File: config.mk
export PLATFORM = sky130hd
export DESIGN_NAME = bpa_ctrl
export DESIGN_NICKNAME = d
export VERILOG_FILES = /design/src/rtl/bpa_pkg.sv /design/src/rtl/bpa_ctrl.sv
export SDC_FILE = /design/constraint.sdc
export NUM_CORES = 1
export LEC_CHECK = 0
export ABC_AREA = 1
export BUFFER_PORTS_ARGS = -buffer_cell sky130_fd_sc_hd__buf_2
export CAP_MARGIN = 15
export CORE_AREA = 2 2 39 41
export DETAILED_ROUTE_END_ITERATION = 8
export DIE_AREA = 0 0 41 43
export MAX_ROUTING_LAYER = met4
export PLACE_DENSITY = 0.38
export REMOVE_ABC_BUFFERS = 1
export SYNTH_ARGS = -nofsm -noshare
export SYNTH_HDL_FRONTEND = slang
export SYNTH_SLANG_ARGS = --single-unit
export TNS_END_PERCENT = 50
File: constraint.sdc
create_clock -name aclk -period 1.8 [get_ports aclk]
set_clock_uncertainty 0.05 [all_clocks]
set_input_delay 0.09 -clock aclk [delete_from_list [all_inputs] [get_ports aclk]]
set_output_delay 0.09 -clock aclk [all_outputs]
set_load 0.005 [all_outputs]
File: src/rtl/bpa_pkg.sv
package bpa_pkg;

    localparam int TOP_ORDER   = 10;
    localparam int NUM_ORDERS  = TOP_ORDER + 1;
    localparam int PAGE_BYTES  = 4096;
    localparam int STACK_DEPTH = 1024;

    localparam int ORDER_W = 4;
    localparam int ADDR_W  = 32;
    localparam int STAT_W  = 2;
    localparam int SLOT_W  = $clog2(STACK_DEPTH);
    localparam int CNT_W   = $clog2(STACK_DEPTH + 1);
    localparam int LVL_W   = $clog2(NUM_ORDERS);
    localparam int STORE_WORDS = NUM_ORDERS * STACK_DEPTH;
    localparam int STORE_AW    = LVL_W + SLOT_W;

    localparam logic [ADDR_W-1:0] POOL_RESET = 32'h0010_0000;

    localparam logic [LVL_W-1:0] TOP_LVL = LVL_W'(TOP_ORDER);

    // status codes on the result channel
    localparam logic [STAT_W-1:0] ST_OK        = 2'd0;
    localparam logic [STAT_W-1:0] ST_EMPTY     = 2'd1;
    localparam logic [STAT_W-1:0] ST_BAD_ORDER = 2'd2;
    localparam logic [STAT_W-1:0] ST_FULL      = 2'd3;

    localparam logic KIND_ALLOC = 1'b0;
    localparam logic KIND_FREE  = 1'b1;

    typedef enum logic [2:0] {
        S_IDLE,
        S_DECODE,
        S_POP,
        S_SPLIT,
        S_RESP
    } bpa_state_t;

    typedef struct packed {
        logic load;
        logic decode;
        logic pop;
        logic split;
        logic respond;
    } bpa_cmd_t;

    typedef struct packed {
        logic bad_order;
        logic is_free;
        logic found;
        logic split_more;
        logic out_free;
    } bpa_stat_t;

endpackage

File: src/rtl/bpa_ctrl.sv
module bpa_ctrl (
    input  logic              aclk,
    input  logic              aresetn,
    input  logic              s_tvalid,
    output logic              s_tready,
    input  bpa_pkg::bpa_stat_t stat,
    output bpa_pkg::bpa_cmd_t  cmd
);
    import bpa_pkg::*;

    bpa_state_t state_reg;
    bpa_state_t state_next;

    always_ff @(posedge aclk) begin
        if (!aresetn) begin
            state_reg <= S_IDLE;
        end else begin
            state_reg <= state_next;
        end
    end

    always_comb begin
        state_next = state_reg;
        unique case (state_reg)
            S_IDLE: begin
                if (s_tvalid) state_next = S_DECODE;
            end
            S_DECODE: begin
                if (stat.bad_order || stat.is_free || !stat.found) begin
                    state_next = S_RESP;
                end else begin
                    state_next = S_POP;
                end
            end
            S_POP: begin
                state_next = S_SPLIT;
            end
            S_SPLIT: begin
                if (!stat.split_more) state_next = S_RESP;
            end
            S_RESP: begin
                if (stat.out_free) state_next = S_IDLE;
            end
            default: state_next = S_IDLE;
        endcase
    end

    always_comb begin
        cmd      = '0;
        s_tready = 1'b0;
        unique case (state_reg)
            S_IDLE: begin
                s_tready = 1'b1;
                cmd.load = s_tvalid;
            end
            S_DECODE: cmd.decode  = 1'b1;
            S_POP:    cmd.pop     = 1'b1;
            S_SPLIT:  cmd.split   = stat.split_more;
            S_RESP:   cmd.respond = stat.out_free;
            default: begin
                cmd = '0;
            end
        endcase
    end

endmodule

==> impl_metrics.env <==
export IMPL_worst_ir_drop_vdd_uv=605
export IMPL_maxSlewHeadroom=0.797
export IMPL_report_final_slew_viol_count=0
export IMPL_aggregate_routed_wire_length_um=541
export IMPL_clock_sink_count=3
export IMPL_n_antenna_cell=0
export IMPL_finalSetupViolCount=0
export IMPL_hold_viol_final=0
export IMPL_die_h_um=43
export IMPL_clkPwrFrac=0.340
export IMPL_cts_repair_resize_count=0
export IMPL_buffer_ports_inserted=13
export IMPL_netSwitchingPower_uw=139
export IMPL_synth_warning_count=0
export IMPL_layout_cells_most_common="sky130_fd_sc_hd__buf_2"
export IMPL_number_of_antenna_violations_at_the_first_check_in_global_routing=0
export IMPL_proportion_of_layout_cells_with_a_drive_suffix_above_1=0.389
export IMPL_core_area_um2=1380
export IMPL_cts_tree="yes"
export IMPL_worstMarginPinSlew_ps=304
export IMPL_setup_tns_ps=0
export IMPL_nFillCells=162
export IMPL_firstDrtPassIters=4
export IMPL_netlist_instances=37
export IMPL_boundaryPins=14
export IMPL_drc=0
export IMPL_worst_endpoint_required_ps=1660
export IMPL_rows=14
export IMPL_cts_root_to_sink_buffers=2
export IMPL_critPathBufInv=1
export IMPL_largest_register_ffs=3
export IMPL_power_density_nw_per_um2=1110
export IMPL_total_global_routing_overflow=0
export IMPL_finalCritPeriodShare=0.733
export IMPL_initialDrtViolationCount=8
export IMPL_largest_net_degree_at_the_start_of_global_routing=8
export IMPL_critical_path_arrival_ps=1180
export IMPL_die_area_um2=1760
export IMPL_power_frac_seq=0.277
export IMPL_grtUsageTotal=0.0832
export IMPL_crit_family="simple AND/OR/NAND/NOR gates"
export IMPL_synth_seq_area_share=0.277
export IMPL_drt_antenna_violating_nets=0
export IMPL_rsz0062_at_grt="no"
export IMPL_floorplan_die_width_um=41
export IMPL_pwr_share_comb=0.384
export IMPL_multiInputGateArea_um2=119
export IMPL_htree_levels=1
export IMPL_post_cts_setup_buffer_count=0
export IMPL_path_max_fanout=7
export IMPL_first_global_vias=218
export IMPL_achievable_frequency_ghz=0.758
export IMPL_nets=63
export IMPL_synth_cell_area_um2=216
export IMPL_clock_latency_ps=240
export IMPL_leakage_uw=0.000209
export IMPL_crit_path_frequent_cell="sky130_fd_sc_hd__nor2_1"
export IMPL_netlist_cell_type_count=11
export IMPL_cts_hold_fix_buffers=0
export IMPL_cts_inserted_buffers=3
export IMPL_routed_via_count=272
export IMPL_syn_mean_instance_area_um2=5.85
export IMPL_regArea_um2=60.1
export IMPL_worst_hold_path_class="in2reg"
export IMPL_clk_root_buffer_cell="sky130_fd_sc_hd__clkbuf_4"
export IMPL_max_cap_viol_count=0
export IMPL_switching_share=0.383
export IMPL_result_of_the_run="completed"
export IMPL_crit_slowest_cell="sky130_fd_sc_hd__dfxtp_1"
export IMPL_worstSetupPathType="reg2out"
export IMPL_postSynthRegisterBits=3
export IMPL_flow_area_growth_from_synthesis_pct=51.4
export IMPL_detailedPlacementHpwl_um=438
export IMPL_mostFrequentLayoutCells="13 x sky130_fd_sc_hd__buf_2, 7 x sky130_fd_sc_hd__nor2_1, 7 x sky130_fd_sc_hd__inv_1, 6 x sky130_fd_sc_hd__nand2_1, 5 x sky130_fd_sc_hd__nand3_1"
export IMPL_grt_pass1_wl_um=828
export IMPL_min_period_ps=1320
export IMPL_cts_clk_slew_worst_paths_ps=40
export IMPL_gpl_final_weighted_congestion=0.702
export IMPL_worst_setup_path_start_kind="flop"
export IMPL_timing_critical_path_slowest_cell_delay_ps=360
export IMPL_crit_path_cell_trace="nor2_1, nand2_1, nor2_1, buf_2"
export IMPL_initial_utilization=0.156
export IMPL_number_of_vias_per_cell_after_detailed_routing=3.89
export IMPL_post_layout_total_power_uw=363
export IMPL_p_int_uw=224
export IMPL_sort_of_element_at_the_end_of_the_critical_path="primary output"
export IMPL_route_detailed_wl_per_inst_um=7.73
-- worst min-delay path, delay by kind of cell --
| family | cells | cell delay, ps |
|---|---|---|
| AND/OR/NAND/NOR | 1 | 50 |
| buffers and inverters | 2 | 150 |
-- cells by family after synthesis --
kind of cell | count (synthesis) | share of synthesized area
DFF | 3 | 0.277
AOI/OAI and AO/OA | 1 | 0.0231
and+or+nand+nor | 23 | 0.526
buffers and inverters | 10 | 0.173
-- final timing paths --
check	startpoint	end	slack, ps	cells after the start
max reg2reg	state_reg[0]$_SDFFE_PN0P_	state_reg[0]$_SDFFE_PN0P_	630	6
min	aresetn	state_reg[1]$_SDFFE_PN0P_	30	3
min reg2reg	state_reg[0]$_SDFFE_PN0P_	state_reg[0]$_SDFFE_PN0P_	550	4
max	state_reg[0]$_SDFFE_PN0P_	cmd[4]	480	4
-- power by group through the flow --
| stage | combinational (uW) | clock, uW | sequential, uW |
|---|---|---|---|
| final | 139 | 123 | 100 |
| after global routing | 164 | 140 | 102 |
| after CTS | 141 | 126 | 100 |
| after detailed placement | 141 | 0 | 101 |
| after global placement | 143 | 0 | 102 |
| after floorplan | 94.2 | 0 | 97.6 |
-- cell usage after synthesis --
library cell,n,area [um^2]
sky130_fd_sc_hd__nor4_1,1,6.26
sky130_fd_sc_hd__nand3_2,2,20.0
sky130_fd_sc_hd__inv_1,7,26.3
sky130_fd_sc_hd__nor3b_1,1,7.51
sky130_fd_sc_hd__nand4_1,1,6.26
sky130_fd_sc_hd__nand3_1,5,25.0
sky130_fd_sc_hd__dfxtp_1,3,60.1
sky130_fd_sc_hd__inv_2,3,11.3
sky130_fd_sc_hd__nor2_1,7,26.3
sky130_fd_sc_hd__o21ai_0,1,5.00
sky130_fd_sc_hd__nand2_1,6,22.5
-- layer usage --
metal,routed length (um),part of all wire,global-route usage
met1,236,0.44,0.0801
met2,223,0.41,0.0906
met3,70,0.13,0.0942
met4,10,0.018,0.0600
met5,0,0,-
-- metrics by stage --
step	worst slack (ps)	instance area (um^2)	hold WS, ps	cells	util
after detailed placement	651	302	278	66	0.218
after global placement	620	302	289	66	0.218
final	480	328	33.4	70	0.237
after global routing	421	328	68.2	70	0.237
after CTS	483	328	33.5	70	0.237
after floorplan	793	216	138	37	-
-- layout make-up --
class,instances,share of cell area
Tap cell,16,0.0611
Inverter,10,0.115
Sequential cell,3,0.183
Timing Repair Buffer,13,0.198
Multi-Input combinational cell,24,0.363
Clock buffer,4,0.0802
No activity file was read; power rests on OpenSTA's default activity.
